File: config.mk
export PLATFORM = sky130hd
export DESIGN_NAME = link_retry_supervisor
export DESIGN_NICKNAME = d
export VERILOG_FILES = /design/src/hw/rtl/lrs_pkg.sv /design/src/hw/rtl/lrs_csr.sv /design/src/hw/rtl/lrs_decide.sv /design/src/hw/rtl/link_retry_supervisor.sv
export SDC_FILE = /design/constraint.sdc
export NUM_CORES = 1
export LEC_CHECK = 0
export BUFFER_PORTS_ARGS = -buffer_cell sky130_fd_sc_hd__buf_2
export CORE_ASPECT_RATIO = 0.75
export CORE_MARGIN = 3
export CORE_UTILIZATION = 50
export DETAILED_ROUTE_END_ITERATION = 8
export PLACE_DENSITY = 0.71
export SLEW_MARGIN = 15
export SYNTH_ARGS = -nofsm -noshare
export SYNTH_HDL_FRONTEND = slang
export SYNTH_SLANG_ARGS = --single-unit
File: constraint.sdc
create_clock -name clock -period 4.1 [get_ports clock]
set_input_delay 0.205 -clock clock [delete_from_list [all_inputs] [get_ports clock]]
set_output_delay 0.205 -clock clock [all_outputs]
set_load 0.03 [all_outputs]
File: src/hw/rtl/lrs_pkg.sv
// shared types and constants for the link retry supervisor
package lrs_pkg;

   localparam int unsigned CountWidth = 8;
   localparam int unsigned CsrDataWidth = 8;
   localparam int unsigned CsrIndexWidth = 1;

   localparam logic [CountWidth-1:0] CountMax = {CountWidth{1'b1}};
   localparam logic [CsrDataWidth-1:0] AttemptsReset = 8'd3;
   localparam logic [CsrDataWidth-1:0] SelfLeaveReset = 8'd8;
   localparam logic [7:0] ReasonNone = 8'd0;

   typedef enum logic [CsrIndexWidth-1:0] {
      CSR_ATTEMPTS   = 1'b0,
      CSR_SELF_LEAVE = 1'b1
   } lrs_csr_index_type;

   typedef enum logic [2:0] {
      MODE_TICK      = 3'd0,
      MODE_LINK_UP   = 3'd1,
      MODE_LINK_DOWN = 3'd2,
      MODE_GOT_ADDR  = 3'd3,
      MODE_LOST_ADDR = 3'd4,
      MODE_START     = 3'd5
   } lrs_mode_type;

   typedef enum logic [1:0] {
      RADIO_NONE      = 2'd0,
      RADIO_JOIN      = 2'd1,
      RADIO_RECONNECT = 2'd2,
      RADIO_START_AP  = 2'd3
   } lrs_radio_type;

   typedef enum logic [2:0] {
      TIMER_NONE      = 3'd0,
      TIMER_CONNECT   = 3'd1,
      TIMER_ADDR_WAIT = 3'd2,
      TIMER_RETRY     = 3'd3,
      TIMER_AP_WINDOW = 3'd4,
      TIMER_PROV_POLL = 3'd5,
      TIMER_STOP      = 3'd6
   } lrs_timer_type;

   typedef struct packed {
      logic [2:0] mode;
      logic [7:0] reason;
      logic       radio_in_ap;
      logic       credentials_present;
   } lrs_req_type;

   typedef struct packed {
      logic [1:0]            radio_action;
      logic [2:0]            timer_action;
      logic                  link_connected;
      logic                  window_open;
      logic [CountWidth-1:0] attempts_now;
   } lrs_rsp_type;

   typedef struct packed {
      logic                  ap_window;
      logic                  connected;
      logic                  associated;
      logic [CountWidth-1:0] round_count;
   } lrs_state_type;

   typedef struct packed {
      logic [CsrDataWidth-1:0] attempts_per_round;
      logic [CsrDataWidth-1:0] self_leave_reason;
   } lrs_cfg_type;

endpackage

File: src/hw/rtl/lrs_csr.sv
// configuration registers of the link retry supervisor
module lrs_csr
   import lrs_pkg::*;
(
   input  logic                     clock,
   input  logic                     reset,
   input  logic                     csr_we,
   input  logic [CsrIndexWidth-1:0] csr_index,
   input  logic [CsrDataWidth-1:0]  csr_wdata,
   output lrs_cfg_type              cfg
);

   lrs_cfg_type cfg_ff;
   lrs_cfg_type cfg_in;

   always_comb begin
      cfg_in = cfg_ff;
      if (csr_we) begin
         unique case (lrs_csr_index_type'(csr_index))
            CSR_ATTEMPTS:   cfg_in.attempts_per_round = csr_wdata;
            CSR_SELF_LEAVE: cfg_in.self_leave_reason = csr_wdata;
            default:        cfg_in = cfg_ff;
         endcase
      end
   end

   always_ff @(posedge clock) begin
      if (reset) begin
         cfg_ff.attempts_per_round <= AttemptsReset;
         cfg_ff.self_leave_reason <= SelfLeaveReset;
      end else begin
         cfg_ff <= cfg_in;
      end
   end

   assign cfg = cfg_ff;

endmodule

File: src/hw/rtl/lrs_decide.sv
// event decision logic: next link state and radio and timer commands
module lrs_decide
   import lrs_pkg::*;
(
   input  lrs_req_type   req,
   input  lrs_state_type state,
   input  lrs_cfg_type   cfg,
   output lrs_state_type state_next,
   output lrs_rsp_type   rsp
);

   lrs_state_type         nxt;
   lrs_radio_type         radio;
   lrs_timer_type         timer;
   logic [CountWidth-1:0] cnt_inc;
   logic                  do_begin;
   logic                  do_count;
   logic                  do_try;
   logic                  do_prov;
   logic                  fresh;

   always_comb begin
      nxt = state;
      radio = RADIO_NONE;
      timer = TIMER_NONE;
      do_begin = 1'b0;
      do_count = 1'b0;
      do_try = 1'b0;
      do_prov = 1'b0;
      fresh = 1'b0;
      cnt_inc = (state.round_count == CountMax) ? state.round_count
                                                 : state.round_count + 1'b1;

      unique case (req.mode)
         MODE_TICK: begin
            if (state.ap_window) begin
               do_begin = 1'b1;
            end else if (!state.connected) begin
               nxt.associated = 1'b0;
               do_count = 1'b1;
               fresh = state.associated;
            end
         end
         MODE_LINK_UP: begin
            if (!req.radio_in_ap) begin
               nxt.associated = 1'b1;
               timer = TIMER_ADDR_WAIT;
            end
         end
         MODE_LINK_DOWN: begin
            if (!(req.radio_in_ap || state.ap_window)) begin
               if (state.connected) begin
                  nxt.connected = 1'b0;
                  nxt.associated = 1'b0;
                  nxt.round_count = '0;
                  radio = RADIO_RECONNECT;
                  timer = TIMER_CONNECT;
               end else if (!(req.reason == ReasonNone ||
                              req.reason == cfg.self_leave_reason)) begin
                  nxt.associated = 1'b0;
                  timer = TIMER_RETRY;
               end
            end
         end
         MODE_GOT_ADDR: begin
            timer = TIMER_STOP;
            nxt.ap_window = 1'b0;
            nxt.connected = 1'b1;
            nxt.associated = 1'b0;
            nxt.round_count = '0;
         end
         MODE_LOST_ADDR: begin
            nxt.connected = 1'b0;
            nxt.associated = 1'b1;
            timer = TIMER_ADDR_WAIT;
         end
         MODE_START: do_begin = 1'b1;
         default: nxt = state;
      endcase

      // new round
      if (do_begin) begin
         if (req.credentials_present) begin
            nxt.round_count = '0;
            do_try = 1'b1;
            fresh = 1'b1;
         end else begin
            do_prov = 1'b1;
         end
      end

      // failed attempt
      if (do_count) begin
         nxt.round_count = cnt_inc;
         if (cnt_inc >= cfg.attempts_per_round) begin
            nxt.ap_window = 1'b1;
            radio = RADIO_START_AP;
            timer = TIMER_AP_WINDOW;
         end else begin
            do_try = 1'b1;
         end
      end

      if (do_try) begin
         if (req.credentials_present) begin
            nxt.ap_window = 1'b0;
            nxt.connected = 1'b0;
            nxt.associated = 1'b0;
            radio = fresh ? RADIO_JOIN : RADIO_RECONNECT;
            timer = TIMER_CONNECT;
         end else begin
            do_prov = 1'b1;
         end
      end

      // provisioning access point
      if (do_prov) begin
         nxt.ap_window = 1'b1;
         radio = req.radio_in_ap ? RADIO_NONE : RADIO_START_AP;
         timer = TIMER_PROV_POLL;
      end
   end

   assign state_next = nxt;
   assign rsp.radio_action = radio;
   assign rsp.timer_action = timer;
   assign rsp.link_connected = nxt.connected;
   assign rsp.window_open = nxt.ap_window;
   assign rsp.attempts_now = nxt.round_count;

endmodule

File: src/hw/rtl/link_retry_supervisor.sv
// link retry supervisor top level: request register, decision logic, response register
// a request goes from the request register into the response register on rsp_load
// throughput: one request per cycle unless the response stalls; no link state hazard
// while a response waits, the request register takes one more request, then stalls
// reset clears all link state and valid flags and loads the configuration defaults
module link_retry_supervisor
   import lrs_pkg::*;
(
   input  logic                     clock,
   input  logic                     reset,
   input  logic                     req_valid,
   output logic                     req_stall,
   input  lrs_req_type              req_data,
   output logic                     rsp_valid,
   input  logic                     rsp_stall,
   output lrs_rsp_type              rsp_data,
   input  logic                     csr_we,
   input  logic [CsrIndexWidth-1:0] csr_index,
   input  logic [CsrDataWidth-1:0]  csr_wdata
);

   lrs_req_type   req_ff;
   logic          req_valid_ff;
   logic          req_valid_in;
   lrs_rsp_type   rsp_ff;
   logic          rsp_valid_ff;
   logic          rsp_valid_in;
   lrs_state_type state_ff;
   lrs_state_type state_in;
   lrs_rsp_type   rsp_in;
   lrs_cfg_type   cfg;
   logic          rsp_load;
   logic          fire;
   logic          req_take;

   lrs_csr u_csr (
      .clock     (clock),
      .reset     (reset),
      .csr_we    (csr_we),
      .csr_index (csr_index),
      .csr_wdata (csr_wdata),
      .cfg       (cfg)
   );

   lrs_decide u_decide (
      .req        (req_ff),
      .state      (state_ff),
      .cfg        (cfg),
      .state_next (state_in),
      .rsp        (rsp_in)
   );

   assign rsp_load = !rsp_valid_ff || !rsp_stall;
   assign fire = req_valid_ff && rsp_load;
   assign req_stall = req_valid_ff && !rsp_load;
   assign req_take = req_valid && !req_stall;

   always_comb begin
      req_valid_in = req_valid_ff;
      if (req_take) begin
         req_valid_in = 1'b1;
      end else if (fire) begin
         req_valid_in = 1'b0;
      end
      rsp_valid_in = rsp_valid_ff;
      if (rsp_load) begin
         rsp_valid_in = fire;
      end
   end

   always_ff @(posedge clock) begin
      if (reset) begin
         req_valid_ff <= 1'b0;
         rsp_valid_ff <= 1'b0;
         state_ff <= '0;
      end else begin
         req_valid_ff <= req_valid_in;
         rsp_valid_ff <= rsp_valid_in;
         if (fire) begin
            state_ff <= state_in;
         end
      end
   end

   always_ff @(posedge clock) begin
      if (req_take) begin
         req_ff <= req_data;
      end
      if (fire) begin
         rsp_ff <= rsp_in;
      end
   end

   assign rsp_valid = rsp_valid_ff;
   assign rsp_data = rsp_ff;

   // link state moves only with a request that reaches the response register
   assert property (@(posedge clock) disable iff (reset)
      !fire |=> $stable(state_ff))
      else $error("link state changed without a request");

   // flags in the response match the committed state
   assert property (@(posedge clock) disable iff (reset)
      fire |=> (rsp_ff.window_open == state_ff.ap_window &&
                rsp_ff.link_connected == state_ff.connected &&
                rsp_ff.attempts_now == state_ff.round_count))
      else $error("response flags differ from link state");

   // starting the own access point always arms a window or provisioning timer
   assert property (@(posedge clock) disable iff (reset)
      rsp_valid_ff && rsp_ff.radio_action == RADIO_START_AP |->
         (rsp_ff.timer_action == TIMER_AP_WINDOW || rsp_ff.timer_action == TIMER_PROV_POLL))
      else $error("access point start without its timer");

   // arming the provisioning timer always leaves the window flag set
   assert property (@(posedge clock) disable iff (reset)
      rsp_valid_ff && rsp_ff.timer_action == TIMER_PROV_POLL |-> rsp_ff.window_open)
      else $error("provisioning without window flag");

   // link state is clear right after reset
   assert property (@(posedge clock)
      $past(reset) |-> state_ff == '0)
      else $error("link state not cleared by reset");

endmodule

---- After elaboration in Yosys (flattened, before gate mapping) ----
Index checks and enable logic that the tools add are counted.
word-level totals
  bits in registers ....................... 57
  output and inout bits ................... 17
cells by class
  $add $sub $neg .......................... 1
  $lt $le $gt $ge ......................... 1
  equality and inequality tests ........... 7
  multiplexer cells ....................... 59
  bitwise gates (word level) .............. 1
  reduce and logical (&&, ||, !) cells .... 15
operators with widths
  cell                 count
  $mux 8               5
  $mux 1               28
  $mux 2               13
  $mux 3               7
  $pmux 8 s2           1
  $pmux 3 s4           1
  $mux 10              1
  $add 8x1->8 const B  1
  $eq 8x8->1           1
  $eq 8x8->1 const B   1
  $ge 8x8->1           1
  $logic_not 8->1      1
  $eq 3x2->1 const B   2
  $eq 3x3->1 const B   2
  $pmux 1 s5           1
  $logic_not 1->1      4
  $reduce_and 2->1     2
  $eq 3x1->1 const B   1
  $logic_and 1x1->1    3
  $logic_not 3->1      1
  $logic_or 1x1->1     3
  $pmux 1 s3           1
  $pmux 1 s2           1
  $reduce_bool 2->1    1
  $not 1->1            1

---- Logic depth before layout (Yosys ltp) ----
Gate-level depths: netlist of the first run.
  depth in word-level cells ............... 10
  depth in mapped cells ................... 13

---- Cells and area by module ----
From an unflattened synthesis of the first run, not the netlist that was laid out.
second synthesis, totals
  cell total of the unflattened synthesis .. 314
  area, all modules ....................... 3181.8 um2
by module, submodules not included
  module                 instances  cells an instance  area each (um2)
  link_retry_supervisor  1          85                 1425.1
  lrs_decide             1          161                1047.3
  lrs_csr                1          68                 709.4

---- Least setup slack after synthesis of the first run ----
No wires, ideal clock.
  path kind ............................... reg-to-reg
  start point ............................. register state_ff[0] (netlist name)
  end point ............................... register rsp_ff, in the netlist rsp_data[14], data pin
  setup time .............................. 0.272 ns
  arrival ................................. 2.570 ns
  required time ........................... 3.828 ns
  setup slack ............................. 1.258 ns
  stages on the path, launching flop included .. 12
  buffers on the path ..................... 0
  clock period less this slack ............ 2.842 ns
  cells stage by stage .................... dfxtp_1 ha_1 and4_1 nand4_1 and2_1 a21oi_1 ha_1 or3_1 a21oi_1 o31a_1 a21boi_0 o211ai_1
RTL lines
  element                   RTL line                     source
  start: declaration        link_retry_supervisor.sv:28  lrs_state_type state_ff;
  start signal: assignment  link_retry_supervisor.sv:80  state_ff <= state_in;
  end signal: assignment    link_retry_supervisor.sv:90  rsp_ff <= rsp_in;
  end: declaration          link_retry_supervisor.sv:25  lrs_rsp_type rsp_ff;

==> out/results.md, run 1 <==
| Metric | This run | Unit |
|:---|:---|:---|
| Count of vias placed by the detailed router | 2458 | - |
| Cell with the most instances after synthesis | sky130_fd_sc_hd__nand2_1 | - |
| Core area | 5530 | um^2 |
| Post-synth top area share | 0.284 | - |
| Critical path class | reg -> reg | - |
| Main synth FF type | sky130_fd_sc_hd__dfxtp_1 | - |
| Hold Path End | req_ff[4] | - |
| Routing usage on met2 | 0.302 | - |
| Die Height | 72.7 | um |
| Number of clock buffers inserted by TritonCTS | 9 | - |
| First-pass GRT wire length | 10.6 | mm |
| Worst reg2reg path endpoint | rsp_data[14] | - |
| R2R cell count | 12 | - |
| Status | finished clean | - |
| H-tree levels | 3 | - |
| Number of warnings issued by yosys | 0 | - |
| Count of flip-flops with a built-in enable after synthesis | 28 | - |
| Number of slew-limit violations in the final report | 0 | - |
| Net count of the finished layout | 389 | - |
| Share of synthesized flip-flops with an asynchronous set or reset | 0 | - |
| FF+latch count, synth | 57 | - |
| Post-synthesis mux area share | 0.0135 | - |
| Vias per Instance | 5.68 | - |
| Insertion delay to the later sink of the worst-skew pair | 0.34 | ns |
| Leakage power summed over all cells | 1.33 | nW |
| M1 GR Usage | 0.274 | - |
| RSZ-0062 raised after global routing | no | - |
| Worst-case clock skew | 0.00799 | ns |
| Critical path peak fanout | 14 | - |
| Class of the tightest hold or removal check | in -> reg | - |
| Reported max-cap violation count | 0 | - |
| Relative max-transition margin | 0.378 | - |
| Setup-failing EPs final | 0 | - |
| Fin crit share | 0.790 | - |
| Leftover overflow at the end of global routing | 0 | - |
| Worst IR drop on VDD | 0.176 | mV |
| Initial drt markers | 230 | - |
| Total wire length | 6.34 | mm |
| Post-CTS setup buffer count | 0 | - |
| Dominant combinational cell family by area after synthesis | compound AO/OA/AOI/OAI gates | - |
| Number of cells on the worst hold path | 1 | - |
| Clock transition at path regs | 0.07 | ns |
| Transition time at the pin with the least slew margin | 0.931 | ns |
| Top cell types by occurrence after synthesis | 36 x sky130_fd_sc_hd__nand2_1, 35 x sky130_fd_sc_hd__a21oi_1, 29 x sky130_fd_sc_hd__dfxtp_1 | - |
| Arrival time worst endpoint | 3.31 | ns |
| Launch point of the worst hold path | req_data[4] | - |
| Pin count of the biggest net entering global routing | 36 | - |
| Compound-Gate Fraction of Synth Area | 0.201 | - |
| Final weighted congestion of routability-driven global placement | 0.898 | - |
| Largest buffer count on any clock path | 2 | - |
| CTS Root Buffer Type | sky130_fd_sc_hd__clkbuf_8 | - |
| Data required time at the worst endpoint | 4.17 | ns |
| Library cell with the largest summed area after synthesis | sky130_fd_sc_hd__edfxtp_1 | - |
| Area added between synthesis and finish | 14.4 | % |
| Worst setup EP type | register | - |
| Number of search-and-repair iterations in the first detailed-routing pass | 4 | - |
| Placement row count | 23 | - |
| Residual antenna-violating net count after detailed routing | 0 | - |
| Post-synthesis instance area | 2960 | um^2 |
| Fraction of final layout cells with drive strength greater than 1 | 0.190 | - |
| Global-route total usage across every layer | 0.203 | - |
| Antenna violations before repair | 0 | - |
| Number of global-route vias before repair | 2201 | - |
| Overall die area | 6890 | um^2 |
| # resized after CTS | 0 | - |
| Count of pins on the block boundary | 44 | - |
| Total negative slack for setup checks | 0 | ns |
| Post-synthesis adder-cell area fraction | 0.0380 | - |
| Starting utilization of the core area | 0.536 | - |
| Post-layout min period | 3.24 | ns |
| Synthesized instance count | 313 | - |
| Number of antenna repair diodes | 0 | - |
| Post-synth cell types | 54 | - |
| Max Freq | 309 | MHz |
| Post-layout power | 1.23 | mW |
| Post-synth net total | 349 | - |
| Count of placed standard cells in the final layout, fillers left out | 433 | - |
| Final hold violation count | 0 | - |
| Die Width | 94.9 | um |
| Average cell area after synthesis | 9.46 | um^2 |
| CTS tree | built | - |
| Number of hold-repair buffers added at the cts stage | 0 | - |
| DRC violations left | 0 | - |
| Average routed wire per standard cell | 14.6 | um |
| Sequential fraction of the synthesis area | 0.480 | - |
| Simple-gate area share of the yosys netlist | 0.201 | - |
| Minimum setup slack among reg-to-reg paths | 0.86 | ns |
| Cell types occupying the most area after synthesis | sky130_fd_sc_hd__edfxtp_1 28%, sky130_fd_sc_hd__dfxtp_1 20%, sky130_fd_sc_hd__a21oi_1 5.9% | - |
| Met3 Resource Use GR | 0.0742 | - |
| Number of filler instances in the final layout | 496 | - |
| Placed instance count | 417 | - |
| Global-route layer with the greatest usage | met2 | - |
| Placed wire-length estimate after detailed placement | 4.41 | mm |
| Buffers added on ports | 43 | - |
| Worst reg2reg path startpoint | state_ff[0] | - |
| Power per Cell Area | 363 | nW/um^2 |
| Fraction of synthesized cell area in xor and xnor cells | 0.0296 | - |
| Sinks on the clock net | 57 | - |
| Startpoint type of the worst setup path | register | - |
[cells in the final DEF, fill, tap and decap left out, types with 5 or more instances in the layout]
master                     synthesis  layout
sky130_fd_sc_hd__and3_1            7       7
sky130_fd_sc_hd__a21oi_1          35      35
sky130_fd_sc_hd__nand2_1          36      36
sky130_fd_sc_hd__ha_1              9       9
sky130_fd_sc_hd__xnor2_1          10      10
sky130_fd_sc_hd__nand2b_1         10      10
sky130_fd_sc_hd__edfxtp_1         28      28
sky130_fd_sc_hd__o21ai_0           7       7
sky130_fd_sc_hd__nor2b_1           5       5
sky130_fd_sc_hd__inv_1            12      12
sky130_fd_sc_hd__a21o_1            5       5
sky130_fd_sc_hd__nand3_1          14      14
sky130_fd_sc_hd__buf_2             4      43
sky130_fd_sc_hd__dfxtp_1          29      29
sky130_fd_sc_hd__clkbuf_8          0       9
sky130_fd_sc_hd__nor2_1           21      21
[worst max-delay path by stage]
stage,end,slack (ns),start
2_1_floorplan,rsp_data[14],1.26,state_ff[0]
3_3_place_gp,rsp_data[14],1.00,state_ff[0]
3_5_place_dp,rsp_data[12],0.91,state_ff[0]
4_1_cts,rsp_data[14],0.88,state_ff[0]
5_1_grt,rsp_data[14],0.63,state_ff[0]
6_report,rsp_data[14],0.86,state_ff[0]
[worst max-delay path, stage by stage (launching register included)]
cell and delay (ns):
sky130_fd_sc_hd__dfxtp_1 0.47, sky130_fd_sc_hd__ha_1 0.29, sky130_fd_sc_hd__and4_1 0.28, sky130_fd_sc_hd__nand4_1 0.11
sky130_fd_sc_hd__buf_4 0.20, sky130_fd_sc_hd__nand2_1 0.15, sky130_fd_sc_hd__xnor2_1 0.09, sky130_fd_sc_hd__ha_1 0.21
sky130_fd_sc_hd__or4_1 0.49, sky130_fd_sc_hd__a21oi_1 0.18, sky130_fd_sc_hd__o31a_1 0.21, sky130_fd_sc_hd__a21boi_0 0.19
sky130_fd_sc_hd__o211ai_1 0.09
[final cells by class]
cell class | count | area, um^2 | area share
clock buffer | 9 | 124 | 0.0366
clock inverter | 7 | 47.5 | 0.0140
inverter | 13 | 48.8 | 0.0144
multi-input combinational | 228 | 1430 | 0.422
sequential | 57 | 1420 | 0.420
tap | 75 | 93.8 | 0.0277
timing repair buffer | 44 | 223 | 0.0658
[through the flow]
stage                     hold slack (ns)  cell area [um^2]   util  worst slack [ns]
after global placement              0.381              3220  0.582              1.00
after floorplan                     0.304              2960      -              1.26
after CTS                          0.0107              3390  0.613             0.881
after global routing              0.00559              3390  0.613             0.627
after detailed placement            0.383              3220  0.582             0.910
final                              0.0363              3390  0.613             0.860
[flip-flops by register name (all words and copies together), names as in the netlist]
| register | cells |
|---|---|
| req_ff | 13 |
| rsp_data | 15 |
| rsp_valid | 1 |
| state_ff | 11 |
| req_valid_ff | 1 |
| u_csr.cfg | 16 |
[per-layer routing]
layer  up-vias  part of all wire
li1       1217                 -
met1      1145              0.46
met2        90              0.46
met3         6             0.072
met4         0            0.0076
met5         -                 0
[cells by family after synthesis]
group / after synthesis
and+or+nand+nor: 119
xor gates and xnor gates: 10
muxes: 4
adders and majority gates: 9
buffers and inverters: 28
AOI/OAI and AO/OA: 86
DFF: 57
[report_power, final]
part           internal (mW)  switching [mW]
Sequential             0.625          0.0193
Combinational         0.0493          0.0829
Clock                  0.217           0.236
(Power assumes the default switching activity.)
==> inputs of run 2 (changes only) <==
Clock period 4.1 ns to 3.4 ns, I/O delays scaled along.
==> run 2 against run 1 <==
Register-to-register slack worse by 0.60 ns. Routed wire length up 5.2%. Core utilization grew 2.9 points. Final cell count rose by 3.9%. Combinational power rose by 31%. Critical path type unchanged.
==> out/results.md, run 2 (synthesized netlist as in run 1, its figures left out) <==
| Metric | This run | Unit | vs previous |
|:---|:---|:---|:---|
| Count of pins on the block boundary | 44 | - | unchanged |
| Post-layout power | 1.49 | mW | +21% |
| Max Freq | 318 | MHz | +3.1% |
| Transition time at the pin with the least slew margin | 0.967 | ns | +0.0362 ns |
| Status | finished clean | - |  |
| Net count of the finished layout | 406 | - | +4.4% |
| Commonest cells after routing, fill and taps aside | 43 x sky130_fd_sc_hd__buf_2, 36 x sky130_fd_sc_hd__nand2_1, 35 x sky130_fd_sc_hd__a21oi_1 | - |  |
| Average routed wire per standard cell | 14.8 | um | +1.2% |
| Worst path bufs/invs | 0 | - | -1 |
| Pin count of the biggest net entering global routing | 36 | - | unchanged |
| Leakage power summed over all cells | 1.39 | nW | +5.2% |
| Reported max-cap violation count | 0 | - | unchanged |
| Number of stages on the worst setup path | 11 | - | -1 |
| Critical path peak fanout | 8 | - | -6 |
| Fraction of final layout cells with drive strength greater than 1 | 0.189 | - | -0.000611 |
| Slowest library cell on the worst path | sky130_fd_sc_hd__or4_1 | - |  |
| Combinational group share of total power | 0.116 | - | +0.008 |
| Clock transition at path regs | 0.06 | ns | about the same |
| Placed wire-length estimate after detailed placement | 4.47 | mm | +1.4% |
| Sinks on the clock net | 57 | - | unchanged |
| Area added between synthesis and finish | 19.7 | % |  |
| Vias per Instance | 5.56 | - | -2.1% |
| Leftover overflow at the end of global routing | 0 | - | unchanged |
| CTS tree | built | - |  |
| Number of clock buffers inserted by TritonCTS | 9 | - | unchanged |
| Setup-failing EPs final | 0 | - | unchanged |
| H-tree levels | 3 | - | unchanged |
| Largest buffer count on any clock path | 2 | - | unchanged |
| Kind of cell adding the most delay to the critical path | simple AND/OR/NAND/NOR gates | - |  |
| Seq pwr share | 0.521 | - | -0.003 |
| Arrival time worst endpoint | 3.20 | ns | -0.11 ns |
| Cell internal power dissipation | 1.11 | mW | +24% |
| Class of the tightest hold or removal check | in -> reg | - |  |
| First-pass GRT wire length | 10.8 | mm | +2.0% |
| Number of flip-flops under the largest register name | 16 | - | unchanged |
| Die Height | 72.7 | um | unchanged |
| Worst setup EP type | register | - |  |
| Final hold violation count | 0 | - | unchanged |
| Count of placed standard cells in the final layout, fillers left out | 450 | - | +3.9% |
| Number of search-and-repair iterations in the first detailed-routing pass | 5 | - | +1 |
| DRC violations left | 0 | - | unchanged |
| Antenna violations before repair | 0 | - | unchanged |
| Placed instance count | 419 | - | +0.48% |
| Total wire length | 6.67 | mm | +5.2% |
| R2R cell count | 11 | - | -1 |
| Count of vias placed by the detailed router | 2500 | - | +1.7% |
| Number of antenna repair diodes | 0 | - | unchanged |
| Final core area utilization | 0.642 | - | +0.0288 |
| Critical path class | reg -> reg | - |  |
| Die Width | 94.9 | um | unchanged |
| Initial drt markers | 161 | - | -30% |
| Starting utilization of the core area | 0.536 | - | unchanged |
| Placement row count | 23 | - | unchanged |
| Power per Cell Area | 421 | nW/um^2 | +16% |
| Clock share of power | 0.363 | - | -0.005 |
| Number of global-route vias before repair | 2309 | - | +4.9% |
| Insertion delay to the later sink of the worst-skew pair | 0.34 | ns | about the same |
| Max incr delay on CP | 0.51 | ns | +0.02 ns |
| Number of slew-limit violations in the final report | 0 | - | unchanged |
| Fin crit share | 0.924 | - | +0.134 |
| Relative max-transition margin | 0.354 | - | -0.0242 |
| Most common cell after layout, fill and taps aside | sky130_fd_sc_hd__buf_2 | - |  |
| Number of cells on the worst hold path | 3 | - | +2 |
| Final weighted congestion of routability-driven global placement | 0.907 | - | +1.1% |
| Net switching power | 0.387 | mW | +14% |
| Worst-case clock skew | 0.00989 | ns | +0.00190 ns |
| Overall die area | 6890 | um^2 | unchanged |
| Data required time at the worst endpoint | 3.46 | ns | -0.71 ns |
| CP Cell Sequence | ha_2 -> and4_1 -> nand4_1 -> nand2_1 -> xnor2_1 -> ha_1 -> or4_1 -> a21oi_1 -> o31a_1 -> a21boi_0 -> o211ai_1 | - |  |
| Startpoint type of the worst setup path | register | - |  |
| Buffers added on ports | 43 | - | unchanged |
| CTS Root Buffer Type | sky130_fd_sc_hd__clkbuf_8 | - |  |
| Switching part of the total power | 0.259 | - | -0.0159 |
| Post-layout min period | 3.14 | ns | -0.0988 ns |
| Worst IR drop on VDD | 0.250 | mV | +42% |
| Residual antenna-violating net count after detailed routing | 0 | - | unchanged |
| RSZ-0062 raised after global routing | no | - |  |
| Total negative slack for setup checks | 0 | ns | unchanged |
| Number of filler instances in the final layout | 479 | - | -3.4% |
| Global-route total usage across every layer | 0.206 | - | +0.00300 |
| Core area | 5530 | um^2 | unchanged |
run 2: path summary, 6_finish.rpt:
check                                   start             to  slack (ns)
worst max register to register    state_ff[0]   rsp_data[14]        0.26
worst max-delay path              state_ff[0]   rsp_data[14]        0.26
worst min register to register  u_csr.cfg[14]  u_csr.cfg[14]        0.46
worst min-delay path                req_valid   req_valid_ff        0.06
run 2: stage by stage:
step	hold WS, ns	setup slack [ns]	area (um^2)
2_1_floorplan	0.269	0.558	2960
3_3_place_gp	0.346	0.196	3230
3_5_place_dp	0.348	0.122	3230
4_1_cts	0.00104	0.0320	3520
5_1_grt	0.0637	0.0411	3550
6_report	0.0581	0.259	3550
run 2: power groups by stage:
stage	clock (mW)	sequential [mW]	combinational, mW
after floorplan	0	0.803	0.0976
after global placement	0	0.790	0.158
after detailed placement	0	0.791	0.159
final	0.542	0.778	0.173
after CTS	0.548	0.777	0.171
after global routing	0.585	0.781	0.190
run 2: final cells by class:
cell class,instances,area (um^2),share of cell area
clock inverters,3,17.5,0.00494
multi-input cells,228,1430,0.404
inverters,13,48.8,0.0138
clock buffers,13,149,0.0420
repair buffers,61,383,0.108
well taps,75,93.8,0.0265
flip-flops and latches,57,1420,0.401
run 2: routing by layer:
metal  GRT usage  wire [um]
met1       0.267       2980
met2       0.325       3170
met3      0.0660        437
met4      0.0736         83
met5           0          0
run 2: tightest hold or removal path, delay by kind of cell:
kind | cells | cell delay (ns)
buffers and inverters | 1 | 0.08
AND/OR/NAND/NOR | 2 | 0.11
run 2: repair_timing:
item / CTS / global route
hold buffers: 12 / 1
hold endpoints to repair: 12 / 1
resized for setup: 0 / 2
endpoints found under the setup margin: 0 / 5
buffers inserted: 0 / 2
